## config.mk

```make
export PLATFORM = sky130hd
export DESIGN_NAME = pcm_gain_with_linear_ramp_unit
export DESIGN_NICKNAME = d
export VERILOG_FILES = /design/src/rtl/pgr_pkg.sv /design/src/rtl/pgr_front.sv /design/src/rtl/pgr_div.sv /design/src/rtl/pgr_back.sv /design/src/rtl/pcm_gain_with_linear_ramp_unit.sv
export VERILOG_INCLUDE_DIRS = /design/src /design/src/rtl
export SDC_FILE = /design/constraint.sdc
export NUM_CORES = 2
export LEC_CHECK = 0
export BUFFER_PORTS_ARGS = -buffer_cell sky130_fd_sc_hd__buf_4
export CAP_MARGIN = 30
export CORE_AREA = 8 8 351 353
export CTS_BUF_LIST = sky130_fd_sc_hd__clkbuf_8
export DETAILED_ROUTE_END_ITERATION = 16
export DIE_AREA = 0 0 359 361
export PLACE_DENSITY = 0.67
export SETUP_SLACK_MARGIN = 0.02
export SLEW_MARGIN = 20
export SYNTH_ARGS = -nofsm -noshare
export SYNTH_HDL_FRONTEND = slang
export SYNTH_SLANG_ARGS = --single-unit
```

## constraint.sdc

```tcl
create_clock -name clk_i -period 28.7 [get_ports clk_i]
set_input_delay 8.61 -clock clk_i [delete_from_list [all_inputs] [get_ports clk_i]]
set_output_delay 8.61 -clock clk_i [all_outputs]
set_load 0.01 [all_outputs]
```

## src/rtl/pcm_gain_with_linear_ramp_unit_assert.svh

```systemverilog
// ----------------------------------------------------------------------------
// PCM gain ramp assertion macros
// Shared assertion wrappers, clocked on clk_i and disabled while rst_ni is low.
// ----------------------------------------------------------------------------
`ifndef PCM_GAIN_WITH_LINEAR_RAMP_UNIT_ASSERT_SVH
`define PCM_GAIN_WITH_LINEAR_RAMP_UNIT_ASSERT_SVH

// Property must hold at every clock edge outside reset.
`define PGR_ASSERT(name, prop, msg) \
  name: assert property (@(posedge clk_i) disable iff (!rst_ni) prop) \
    else $error(msg);

// Condition must never be seen at a clock edge outside reset.
`define PGR_ASSERT_NEVER(name, cond, msg) \
  name: assert property (@(posedge clk_i) disable iff (!rst_ni) !(cond)) \
    else $error(msg);

`endif

```

## src/rtl/pgr_pkg.sv

```systemverilog
// ----------------------------------------------------------------------------
// PCM gain ramp package
// Field widths, register codes, word types and constants of the gain ramp unit.
// ----------------------------------------------------------------------------
`timescale 1ns / 1ps

package pgr_pkg;

  // Fixed field widths
  localparam int SAMPLE_BITS   = 16;
  localparam int GAIN_BITS     = 16;
  localparam int RAMP_BITS     = 24;
  localparam int EXTRA_BITS    = 16;
  localparam int CC_BITS       = 4;
  localparam int RAMP_SUM_BITS = RAMP_BITS + 1;
  localparam int CFG_DATA_BITS = 16;
  localparam int CFG_INDEX_BITS = 1;

  // Defaults for the top level parameters
  localparam int DEF_MAX_CHANNELS = 8;
  localparam int DEF_COUNT_BITS   = 32;

  // Register reset values
  localparam logic [CC_BITS-1:0]    CC_RESET    = CC_BITS'(2);
  localparam logic [EXTRA_BITS-1:0] EXTRA_RESET = EXTRA_BITS'(480);

  // Input queue between front and back
  localparam int QUEUE_DEPTH = 2;

  // Scaling by 1/1000: floor(x / 1000) == (x * RECIP_M) >> RECIP_SHIFT for x < 2^31
  localparam int MAG_BITS    = SAMPLE_BITS + GAIN_BITS - 1;
  localparam int RECIP_BITS  = 32;
  localparam int RECIP_SHIFT = 41;
  localparam logic [RECIP_BITS-1:0] RECIP_M = 32'd2199023256;
  localparam int QUOT_BITS   = MAG_BITS + RECIP_BITS - RECIP_SHIFT;

  // Saturation limits as magnitudes
  localparam logic [QUOT_BITS-1:0] POS_LIMIT = QUOT_BITS'(2**(SAMPLE_BITS-1) - 1);
  localparam logic [QUOT_BITS-1:0] NEG_LIMIT = QUOT_BITS'(2**(SAMPLE_BITS-1));

  typedef enum logic [CFG_INDEX_BITS-1:0] {
    CFG_CHANNEL_COUNT = 1'b0,
    CFG_EXTRA_RAMP    = 1'b1
  } pgr_cfg_e;

  typedef enum logic {
    KIND_SAMPLE = 1'b0,
    KIND_VOLUME = 1'b1
  } pgr_kind_e;

  typedef struct packed {
    pgr_kind_e                      kind;
    logic signed [SAMPLE_BITS-1:0]  sample;
    logic [GAIN_BITS-1:0]           gain;
    logic [RAMP_SUM_BITS-1:0]       len;
  } pgr_op_t;

endpackage

```

## src/rtl/pgr_front.sv

```systemverilog
// ----------------------------------------------------------------------------
// PCM gain ramp front end
// Accepts input words, sorts them into sample or volume ops, queues them.
// ----------------------------------------------------------------------------
`timescale 1ns / 1ps

`include "pcm_gain_with_linear_ramp_unit_assert.svh"

module pgr_front (
  input  logic                                 clk_i,
  input  logic                                 rst_ni,
  input  logic                                 in_valid_i,
  output logic                                 in_ready_o,
  input  logic                                 kind_i,
  input  logic signed [pgr_pkg::SAMPLE_BITS-1:0] sample_in_i,
  input  logic [pgr_pkg::GAIN_BITS-1:0]        new_gain_i,
  input  logic [pgr_pkg::RAMP_BITS-1:0]        ramp_frames_i,
  input  logic [pgr_pkg::EXTRA_BITS-1:0]       extra_ramp_i,
  output logic                                 op_valid_o,
  input  logic                                 op_ready_i,
  output pgr_pkg::pgr_op_t                     op_o
);
  import pgr_pkg::*;

  localparam int PTR_BITS = (QUEUE_DEPTH > 1) ? $clog2(QUEUE_DEPTH) : 1;
  localparam int CNT_BITS = $clog2(QUEUE_DEPTH + 1);

  pgr_op_t             entry_q [QUEUE_DEPTH];
  logic [PTR_BITS-1:0] wr_ptr_q, wr_ptr_d;
  logic [PTR_BITS-1:0] rd_ptr_q, rd_ptr_d;
  logic [CNT_BITS-1:0] count_q, count_d;
  pgr_op_t             new_op;
  logic                push, pop;

  // Classify the word; the ramp length offset is folded in here
  always_comb begin
    new_op.kind   = pgr_kind_e'(kind_i);
    new_op.sample = sample_in_i;
    new_op.gain   = new_gain_i;
    new_op.len    = RAMP_SUM_BITS'(ramp_frames_i) + RAMP_SUM_BITS'(extra_ramp_i);
  end

  assign in_ready_o = (count_q != CNT_BITS'(QUEUE_DEPTH));
  assign op_valid_o = (count_q != '0);
  assign op_o       = entry_q[rd_ptr_q];
  assign push       = in_valid_i && in_ready_o;
  assign pop        = op_valid_o && op_ready_i;

  always_comb begin
    wr_ptr_d = wr_ptr_q;
    rd_ptr_d = rd_ptr_q;
    count_d  = count_q;
    if (push) begin
      wr_ptr_d = (wr_ptr_q == PTR_BITS'(QUEUE_DEPTH - 1)) ? '0 : wr_ptr_q + 1'b1;
    end
    if (pop) begin
      rd_ptr_d = (rd_ptr_q == PTR_BITS'(QUEUE_DEPTH - 1)) ? '0 : rd_ptr_q + 1'b1;
    end
    if (push && !pop) begin
      count_d = count_q + 1'b1;
    end else if (pop && !push) begin
      count_d = count_q - 1'b1;
    end
  end

  always_ff @(posedge clk_i or negedge rst_ni) begin
    if (!rst_ni) begin
      wr_ptr_q <= '0;
      rd_ptr_q <= '0;
      count_q  <= '0;
    end else begin
      wr_ptr_q <= wr_ptr_d;
      rd_ptr_q <= rd_ptr_d;
      count_q  <= count_d;
    end
  end

  always_ff @(posedge clk_i) begin
    if (push) begin
      entry_q[wr_ptr_q] <= new_op;
    end
  end

  `PGR_ASSERT(a_count_bound, count_q <= CNT_BITS'(QUEUE_DEPTH), "queue count past depth")
  `PGR_ASSERT(a_count_push, (push && !pop) |=> count_q == $past(count_q) + 1'b1, "push lost")
  `PGR_ASSERT_NEVER(a_empty_ptr, count_q == '0 && wr_ptr_q != rd_ptr_q, "empty queue ptr skew")

endmodule

```

## src/rtl/pgr_div.sv

```systemverilog
// ----------------------------------------------------------------------------
// PCM gain ramp divider
// Restoring divider, one quotient bit per cycle, quotient known to fit GAIN_BITS.
// ----------------------------------------------------------------------------
`timescale 1ns / 1ps

module pgr_div #(
  parameter int LEN_BITS = 25
) (
  input  logic                                 clk_i,
  input  logic                                 rst_ni,
  input  logic                                 start_i,
  input  logic [pgr_pkg::GAIN_BITS+LEN_BITS-1:0] num_i,
  input  logic [LEN_BITS-1:0]                  den_i,
  output logic                                 done_o,
  output logic [pgr_pkg::GAIN_BITS-1:0]        quot_o
);
  import pgr_pkg::*;

  localparam int STEP_BITS = $clog2(GAIN_BITS + 1);

  logic [LEN_BITS-1:0]  rem_q, rem_d;
  logic [GAIN_BITS-1:0] low_q, low_d;
  logic [STEP_BITS-1:0] step_q, step_d;
  logic                 busy_q, busy_d;
  logic [LEN_BITS:0]    trial;
  logic                 fits;

  // Caller guarantees num < den * 2^GAIN_BITS, so the top part is below den
  assign trial  = {rem_q, low_q[GAIN_BITS-1]};
  assign fits   = (trial >= {1'b0, den_i});
  assign done_o = busy_q && (step_q == '0);
  assign quot_o = low_q;

  always_comb begin
    rem_d  = rem_q;
    low_d  = low_q;
    step_d = step_q;
    busy_d = busy_q;
    if (start_i) begin
      rem_d  = num_i[GAIN_BITS+LEN_BITS-1:GAIN_BITS];
      low_d  = num_i[GAIN_BITS-1:0];
      step_d = STEP_BITS'(GAIN_BITS);
      busy_d = 1'b1;
    end else if (busy_q) begin
      if (step_q == '0) begin
        busy_d = 1'b0;
      end else begin
        rem_d  = fits ? LEN_BITS'(trial - {1'b0, den_i}) : trial[LEN_BITS-1:0];
        low_d  = {low_q[GAIN_BITS-2:0], fits};
        step_d = step_q - 1'b1;
      end
    end
  end

  always_ff @(posedge clk_i or negedge rst_ni) begin
    if (!rst_ni) begin
      step_q <= '0;
      busy_q <= 1'b0;
    end else begin
      step_q <= step_d;
      busy_q <= busy_d;
    end
  end

  always_ff @(posedge clk_i) begin
    rem_q <= rem_d;
    low_q <= low_d;
  end

endmodule

```

## src/rtl/pgr_back.sv

```systemverilog
// ----------------------------------------------------------------------------
// PCM gain ramp back end
// Holds the ramp state, works out the gain per sample and scales the sample.
// ----------------------------------------------------------------------------
`timescale 1ns / 1ps

`include "pcm_gain_with_linear_ramp_unit_assert.svh"

module pgr_back #(
  parameter int MAX_CHANNELS = pgr_pkg::DEF_MAX_CHANNELS,
  parameter int COUNT_BITS   = pgr_pkg::DEF_COUNT_BITS
) (
  input  logic                                  clk_i,
  input  logic                                  rst_ni,
  input  logic                                  op_valid_i,
  output logic                                  op_ready_o,
  input  pgr_pkg::pgr_op_t                      op_i,
  input  logic [pgr_pkg::CC_BITS-1:0]           channel_count_i,
  output logic                                  out_valid_o,
  input  logic                                  out_ready_i,
  output logic signed [pgr_pkg::SAMPLE_BITS-1:0] sample_out_o,
  output logic [pgr_pkg::GAIN_BITS-1:0]         gain_used_o
);
  import pgr_pkg::*;

  localparam int LEN_BITS = (COUNT_BITS < RAMP_SUM_BITS) ? COUNT_BITS : RAMP_SUM_BITS;
  localparam int NUM_BITS = GAIN_BITS + LEN_BITS;
  localparam int CH_BITS  = (MAX_CHANNELS > 1) ? $clog2(MAX_CHANNELS) : 1;
  localparam int CHW      = CC_BITS + 1;
  localparam logic [RAMP_SUM_BITS-1:0] LEN_MAX =
    {RAMP_SUM_BITS{1'b1}} >> (RAMP_SUM_BITS - LEN_BITS);

  typedef enum logic [5:0] {
    ST_IDLE  = 6'b000001,
    ST_LOAD  = 6'b000010,
    ST_DIV   = 6'b000100,
    ST_SCALE = 6'b001000,
    ST_RECIP = 6'b010000,
    ST_OUT   = 6'b100000
  } pgr_state_e;

  pgr_state_e state_q, state_d;

  // Ramp state
  logic [COUNT_BITS-1:0] elapsed_q, elapsed_d;
  logic [LEN_BITS-1:0]   len_q, len_d;
  logic [GAIN_BITS-1:0]  start_q, start_d;
  logic [GAIN_BITS-1:0]  target_q, target_d;
  logic [CH_BITS-1:0]    chan_idx_q, chan_idx_d;

  // Per-sample work registers
  logic signed [SAMPLE_BITS-1:0] sample_q, sample_d;
  logic [GAIN_BITS-1:0]  gain_q, gain_d;
  logic [GAIN_BITS-1:0]  diff_mag_q, diff_mag_d;
  logic                  diff_neg_q, diff_neg_d;
  logic [NUM_BITS-1:0]   num_q, num_d;
  logic                  neg_q, neg_d;
  logic [MAG_BITS-1:0]   mag_q, mag_d;
  logic [QUOT_BITS-1:0]  quot_q, quot_d;

  // Output register
  logic                          out_valid_q, out_valid_d;
  logic signed [SAMPLE_BITS-1:0] out_sample_q, out_sample_d;
  logic [GAIN_BITS-1:0]          out_gain_q, out_gain_d;

  logic                  div_start, div_done;
  logic [GAIN_BITS-1:0]  div_quot;
  logic                  ramping;
  logic [LEN_BITS-1:0]   frames_left;
  logic [RAMP_SUM_BITS-1:0] len_sat;
  logic signed [SAMPLE_BITS+GAIN_BITS:0] prod_s;
  logic signed [SAMPLE_BITS+GAIN_BITS:0] prod_abs;
  logic [MAG_BITS+RECIP_BITS-1:0] recip_prod;
  logic [CHW-1:0]        eff_chans;
  logic                  frame_end;
  logic signed [SAMPLE_BITS-1:0] sat_sample;

  pgr_div #(
    .LEN_BITS (LEN_BITS)
  ) u_div (
    .clk_i   (clk_i),
    .rst_ni  (rst_ni),
    .start_i (div_start),
    .num_i   (num_q),
    .den_i   (len_q),
    .done_o  (div_done),
    .quot_o  (div_quot)
  );

  assign op_ready_o   = (state_q == ST_IDLE);
  assign out_valid_o  = out_valid_q;
  assign sample_out_o = out_sample_q;
  assign gain_used_o  = out_gain_q;

  assign ramping     = (elapsed_q < COUNT_BITS'(len_q));
  assign frames_left = len_q - elapsed_q[LEN_BITS-1:0];
  assign len_sat     = (op_i.len > LEN_MAX) ? LEN_MAX : op_i.len;
  assign prod_s      = sample_q * $signed({1'b0, gain_q});
  assign prod_abs    = prod_s[SAMPLE_BITS+GAIN_BITS] ? -prod_s : prod_s;
  assign recip_prod  = (MAG_BITS+RECIP_BITS)'(mag_q) * (MAG_BITS+RECIP_BITS)'(RECIP_M);

  // Zero channels acts as one; counts above the build limit clamp to it
  always_comb begin
    if (channel_count_i == '0) begin
      eff_chans = CHW'(1);
    end else if (CHW'(channel_count_i) > CHW'(MAX_CHANNELS)) begin
      eff_chans = CHW'(MAX_CHANNELS);
    end else begin
      eff_chans = CHW'(channel_count_i);
    end
  end

  assign frame_end = ((CHW'(chan_idx_q) + 1'b1) >= eff_chans);

  always_comb begin
    if (neg_q) begin
      sat_sample = (quot_q > NEG_LIMIT) ? {1'b1, {(SAMPLE_BITS-1){1'b0}}}
                                        : SAMPLE_BITS'(~quot_q + 1'b1);
    end else begin
      sat_sample = (quot_q > POS_LIMIT) ? {1'b0, {(SAMPLE_BITS-1){1'b1}}}
                                        : quot_q[SAMPLE_BITS-1:0];
    end
  end

  always_comb begin
    state_d      = state_q;
    elapsed_d    = elapsed_q;
    len_d        = len_q;
    start_d      = start_q;
    target_d     = target_q;
    chan_idx_d   = chan_idx_q;
    sample_d     = sample_q;
    gain_d       = gain_q;
    diff_mag_d   = diff_mag_q;
    diff_neg_d   = diff_neg_q;
    num_d        = num_q;
    neg_d        = neg_q;
    mag_d        = mag_q;
    quot_d       = quot_q;
    out_valid_d  = out_valid_q && !out_ready_i;
    out_sample_d = out_sample_q;
    out_gain_d   = out_gain_q;
    div_start    = 1'b0;

    case (state_q)
      ST_IDLE: begin
        if (op_valid_i) begin
          if (op_i.kind == KIND_VOLUME) begin
            start_d   = target_q;
            target_d  = op_i.gain;
            elapsed_d = '0;
            len_d     = len_sat[LEN_BITS-1:0];
          end else begin
            sample_d = op_i.sample;
            if (ramping) begin
              diff_neg_d = (start_q < target_q);
              diff_mag_d = (start_q < target_q) ? target_q - start_q : start_q - target_q;
              num_d      = NUM_BITS'((start_q < target_q) ? target_q - start_q
                                                          : start_q - target_q)
                           * NUM_BITS'(frames_left);
              state_d    = ST_LOAD;
            end else begin
              gain_d  = target_q;
              state_d = ST_SCALE;
            end
          end
        end
      end
      ST_LOAD: begin
        div_start = 1'b1;
        state_d   = ST_DIV;
      end
      ST_DIV: begin
        if (div_done) begin
          gain_d  = diff_neg_q ? target_q - div_quot : target_q + div_quot;
          state_d = ST_SCALE;
        end
      end
      ST_SCALE: begin
        neg_d   = prod_s[SAMPLE_BITS+GAIN_BITS];
        mag_d   = prod_abs[MAG_BITS-1:0];
        state_d = ST_RECIP;
      end
      ST_RECIP: begin
        quot_d  = recip_prod[MAG_BITS+RECIP_BITS-1:RECIP_SHIFT];
        state_d = ST_OUT;
      end
      ST_OUT: begin
        if (!out_valid_q || out_ready_i) begin
          out_valid_d  = 1'b1;
          out_sample_d = sat_sample;
          out_gain_d   = gain_q;
          if (frame_end) begin
            chan_idx_d = '0;
            if (elapsed_q != {COUNT_BITS{1'b1}}) begin
              elapsed_d = elapsed_q + 1'b1;
            end
          end else begin
            chan_idx_d = chan_idx_q + 1'b1;
          end
          state_d = ST_IDLE;
        end
      end
      default: begin
        state_d = ST_IDLE;
      end
    endcase
  end

  always_ff @(posedge clk_i or negedge rst_ni) begin
    if (!rst_ni) begin
      state_q     <= ST_IDLE;
      elapsed_q   <= '0;
      len_q       <= '0;
      start_q     <= '0;
      target_q    <= '0;
      chan_idx_q  <= '0;
      out_valid_q <= 1'b0;
    end else begin
      state_q     <= state_d;
      elapsed_q   <= elapsed_d;
      len_q       <= len_d;
      start_q     <= start_d;
      target_q    <= target_d;
      chan_idx_q  <= chan_idx_d;
      out_valid_q <= out_valid_d;
    end
  end

  always_ff @(posedge clk_i) begin
    sample_q     <= sample_d;
    gain_q       <= gain_d;
    diff_mag_q   <= diff_mag_d;
    diff_neg_q   <= diff_neg_d;
    num_q        <= num_d;
    neg_q        <= neg_d;
    mag_q        <= mag_d;
    quot_q       <= quot_d;
    out_sample_q <= out_sample_d;
    out_gain_q   <= out_gain_d;
  end

  `PGR_ASSERT_NEVER(a_div_zero, state_q == ST_DIV && len_q == '0, "ramp divide by zero")
  `PGR_ASSERT(a_quot_bound, div_done |-> div_quot <= diff_mag_q, "ramp step past gain span")
  `PGR_ASSERT(a_elapsed_step, !$stable(elapsed_q) |-> (elapsed_q == '0 || elapsed_q == $past(elapsed_q) + 1'b1), "elapsed count jumped")
  `PGR_ASSERT(a_chan_range, CHW'(chan_idx_q) < CHW'(MAX_CHANNELS), "channel index out of range")

endmodule

```

## src/rtl/pcm_gain_with_linear_ramp_unit.sv

```systemverilog
// ----------------------------------------------------------------------------
// PCM gain with linear ramp
// Scales interleaved PCM words by a gain in thousandths, ramping linearly
// from the previous target gain to a new target after each volume change word.
//   Input channel: valid/ready word carrying kind, sample_in, new_gain and
//   ramp_frames. Sample words give one result word; volume words give none.
//   Output channel: valid/ready word carrying sample_out and gain_used.
//   Config port: cfg_we_i writes channel_count (index 0) or
//   extra_ramp_frames (index 1) at the clock edge; the user must write
//   only while idle, as the block does not enforce this itself.
//   Path: a word is registered in the front queue. In the back end a
//   sample word inside a ramp goes through ST_LOAD and ST_DIV (the
//   16-step serial ramp divider); every sample word then goes through
//   ST_SCALE, ST_RECIP and ST_OUT. A volume word is handled in ST_IDLE.
//   The back end takes no new word until it is done with the last one.
//   Reset: ramp state and channel position clear, gain is 0, registers
//   return to 2 channels and 480 extra frames.
//   Receiver stall: the result holds in the output register; the front
//   queue keeps taking words until its two entries fill.
// ----------------------------------------------------------------------------
`timescale 1ns / 1ps

module pcm_gain_with_linear_ramp_unit #(
  parameter int MAX_CHANNELS = pgr_pkg::DEF_MAX_CHANNELS,
  parameter int COUNT_BITS   = pgr_pkg::DEF_COUNT_BITS
) (
  input  logic                                  clk_i,
  input  logic                                  rst_ni,
  // input words
  input  logic                                  in_valid_i,
  output logic                                  in_ready_o,
  input  logic                                  kind_i,
  input  logic signed [pgr_pkg::SAMPLE_BITS-1:0] sample_in_i,
  input  logic [pgr_pkg::GAIN_BITS-1:0]         new_gain_i,
  input  logic [pgr_pkg::RAMP_BITS-1:0]         ramp_frames_i,
  // result words
  output logic                                  out_valid_o,
  input  logic                                  out_ready_i,
  output logic signed [pgr_pkg::SAMPLE_BITS-1:0] sample_out_o,
  output logic [pgr_pkg::GAIN_BITS-1:0]         gain_used_o,
  // configuration writes
  input  logic                                  cfg_we_i,
  input  logic [pgr_pkg::CFG_INDEX_BITS-1:0]    cfg_index_i,
  input  logic [pgr_pkg::CFG_DATA_BITS-1:0]     cfg_data_i
);
  import pgr_pkg::*;

  logic [CC_BITS-1:0]    chan_count_q;
  logic [EXTRA_BITS-1:0] extra_ramp_q;
  logic                  op_valid, op_ready;
  pgr_op_t               op;

  // Config registers; every index code is listed, so no write is dropped
  // at this width
  always_ff @(posedge clk_i or negedge rst_ni) begin
    if (!rst_ni) begin
      chan_count_q <= CC_RESET;
      extra_ramp_q <= EXTRA_RESET;
    end else if (cfg_we_i) begin
      case (pgr_cfg_e'(cfg_index_i))
        CFG_CHANNEL_COUNT: chan_count_q <= cfg_data_i[CC_BITS-1:0];
        CFG_EXTRA_RAMP:    extra_ramp_q <= cfg_data_i[EXTRA_BITS-1:0];
        default: begin
        end
      endcase
    end
  end

  // Front: takes words, adds the ramp offset, queues them
  pgr_front u_front (
    .clk_i         (clk_i),
    .rst_ni        (rst_ni),
    .in_valid_i    (in_valid_i),
    .in_ready_o    (in_ready_o),
    .kind_i        (kind_i),
    .sample_in_i   (sample_in_i),
    .new_gain_i    (new_gain_i),
    .ramp_frames_i (ramp_frames_i),
    .extra_ramp_i  (extra_ramp_q),
    .op_valid_o    (op_valid),
    .op_ready_i    (op_ready),
    .op_o          (op)
  );

  // Back: ramp state, gain interpolation, scaling and saturation
  pgr_back #(
    .MAX_CHANNELS (MAX_CHANNELS),
    .COUNT_BITS   (COUNT_BITS)
  ) u_back (
    .clk_i           (clk_i),
    .rst_ni          (rst_ni),
    .op_valid_i      (op_valid),
    .op_ready_o      (op_ready),
    .op_i            (op),
    .channel_count_i (chan_count_q),
    .out_valid_o     (out_valid_o),
    .out_ready_i     (out_ready_i),
    .sample_out_o    (sample_out_o),
    .gain_used_o     (gain_used_o)
  );

endmodule

```

==> reports/results.ini <==
[cts]
clk_pin_slew_ps=60
cts_tree=yes
htree_num_levels=3
max-clock-path-buffers=3
cts_made_buffers=76
clock_latency_ps=700
cts-root-buf=clkbuf_8
cts_resized=0
post_cts_buffers=0
cts_num_sinks=446
postCtsHoldBufs=0

[synthesis]
synth_cells=6211
synthDistinctLibCells=84
synth_seq_cells=446
synthAdderAreaFrac_pct=46.25
synth_seq_area_share_pct=20.65
synth-simple-area-share_pct=11.08
synth_edf_count=317
synth_compound_area_share_pct=7.591
ys_warn_count=0
synth_xor_area_share_pct=3.754
synth_top_family_by_area=adder cells
async_flop_share_pct=28.92
synth_top_flop_cell=edfxtp_1
synth_area_sq_um=61760
synthesis.nets=8001
postSynthAreaPerCell_sq_um=9.943
synth.area.mux_share_pct=1.641

[critical_path]
cp_max_fo=18
rrSetupSlack_ps=17130
slowest_stage=clkinv_1
cp_data_arrival_time_ps=12040
critical_path_required_ps=29160
path_delay_family=adder cells
worstSetupEndpointType=register
critPathKind=reg -> reg
r2r-start=u_back.target_q[1]$_DFFE_PN0P_
worstSetupStartpointType=register
cpMostUsedCell=fa_1
crit_buf_inv=7
crit_path_max_incr_delay_ps=610
crit_start=u_back.target_q[1]$_DFFE_PN0P_
r2r_cells=38
r2r_end=u_back.num_q[40]$_DFFE_PP_

[placed_design]
hpwl_um=118000
gp_congestion=0.9065
io_buffers=112

[route]
num_vias=43168
dr.pass1.iters=8
routedWlPerCell_um=18.65
drc=0
wl_um=148000
ant_nets=0
vias_per_cell=5.439
drt-initial-drc-count=2292

[finish]
final_nets=8126
drive_above_1_share_pct=6.862
area_growth_pct=7.547

[sta]
finalSetupTns_ps=0
maxSlewViolCount=0
final-hold-violation-count=0
rsz0062_at_grt=false
skew_ps=48.31
setup_viol=0
period_share_pct=40.33
fmax_mhz=86.40
fin_crit_ps=11570
slew_headroom_pct=34.19
worst_pin_slew_ps=987.1

[grt]
grt_pass1_vias=46187
grt_usage_pct=23.16
antenna_found_initial=3
grt_overflow=0
grt_first_pass_wirelength_um=243000
grt_max_degree=70

[worst_hold_path]
min_path_type=reg -> reg
hold_end=u_back.len_q[24]$_DFFE_PN0P_
hp-start=u_back.len_q[24]$_DFFE_PN0P_
whs_path_depth=2

[floorplanning]
core_sq_um=117500
io_pins=113
fp.dieH_um=361
rows=126
die_area_sq_um=129600
fp.dieW_um=359
start_util_pct=52.58

[run_status]
status=finished clean

[run]
drv_cap=0

==> state kept, by name, summed over array words and instances (netlist names), 22 cells and up <==
| register | cells |
|---|---|
| u_back.num_q | 41 |
| u_back.len_q | 25 |
| u_back.u_div.rem_q | 25 |
| u_back.quot_q | 22 |
| u_front.entry_q | 116 |
| u_back.elapsed_q | 32 |
| u_back.mag_q | 31 |
==> Yosys cell counts (54+ instances only) <==
cell type / number / area [sq um]
fa_1: 953 / 19080
xnor2_1: 194 / 1699
nor2_1: 417 / 1565
mux2i_1: 54 / 540.5
o21ai_0: 221 / 1106
edfxtp_1: 317 / 9519
nor2b_1: 58 / 362.9
a21o_1: 82 / 615.6
nand2_1: 519 / 1948
ha_1: 758 / 9484
and2_1: 122 / 763.2
inv_1: 1325 / 4974
a21oi_1: 175 / 875.8
dfrtp_1: 123 / 3078
xor2_1: 68 / 595.6
nand2b_1: 75 / 469.2
clkbuf_1: 150 / 563.0
==> cells in the final DEF, fill, tap and decap left out, types with 57 or more instances in the layout <==
cell type / n
a21o_1: 82
nor2b_1: 57
xnor2_1: 189
inv_1: 1349
fa_1: 953
nand2b_1: 74
nand2_1: 518
edfxtp_1: 317
and2_1: 122
nor2_1: 416
ha_1: 758
xor2_1: 60
o21ai_0: 221
clkbuf_8: 80
a21oi_1: 175
buf_4: 196
dfrtp_1: 122
==> worst reg2reg max path: cells and delay by family (launching register included) <==
family	cells	cell delay [ps]
simple gates	3	810
xor+xnor	3	690
compound gates	16	3680
flops	1	550
fa+ha+maj	9	4270
buf+inv	7	1340
==> worst max path at each step <==
| stage | end | slack [ps] | cells past startpoint |
|---|---|---|---|
| global route | u_back.num_q[40]$_DFFE_PP_ | 16190 | 38 |
| CTS | u_back.num_q[40]$_DFFE_PP_ | 17180 | 38 |
| global placement | u_front.entry_q[0][20]$_DFFE_PP_ | 16960 | 15 |
| detailed placement | u_front.entry_q[0][17]$_DFFE_PP_ | 16970 | 13 |
| floorplan | u_front.entry_q[0][0]$_DFFE_PP_ | 17100 | 2 |
| finish | u_back.num_q[40]$_DFFE_PP_ | 17130 | 38 |
==> cells by family (layout without fill, tap and decap cells) <==
group,count (synthesis),count (layout)
other,0,3
AND/OR/NAND/NOR,1472,1472
multiplexers,96,96
buffers and inverters,1482,1669
AO/OA/AOI/OAI,741,741
XOR/XNOR,263,263
adder cells (fa/ha/maj),1711,1711
flip-flops,446,446
==> area by class of cell <==
type                       instances  area [sq um]
fill                           10177         51030
sequential                       446         12760
inverter                        1326          4977
multi-input combinational       4283         43570
clock buffer                      80          1101
tap                             1536          1922
antenna                            3         7.507
clock inverter                    60         495.5
timing repair buffer             203          1589
==> routing by layer <==
layer	global-route usage, %	vias up	part of all wire, %
li1	-	19996	-
met5	0	-	0
met4	7.035	0	3.2
met3	2.602	294	4.6
met2	42.26	1095	52
met1	28.82	21783	41
==> metrics by stage <==
| step | hold slack (ps) | cell area (sq um) | instances | setup slack (ps) | util, % |
|---|---|---|---|---|---|
| 2_1_floorplan | 449.8 | 61760 | 6211 | 17100 | - |
| 3_3_place_gp | 467.9 | 64710 | 7788 | 16960 | 55.09 |
| 3_5_place_dp | 471.4 | 64750 | 7791 | 16970 | 55.13 |
| 4_1_cts | 484.3 | 66350 | 7931 | 17180 | 56.49 |
| 5_1_grt | 506.3 | 66410 | 7935 | 16190 | 56.55 |
| 6_report | 476.3 | 66420 | 7937 | 17130 | 56.55 |
Power is not shown: default switching activity piles up to over one toggle a cycle in this logic, so the estimate is an artifact.
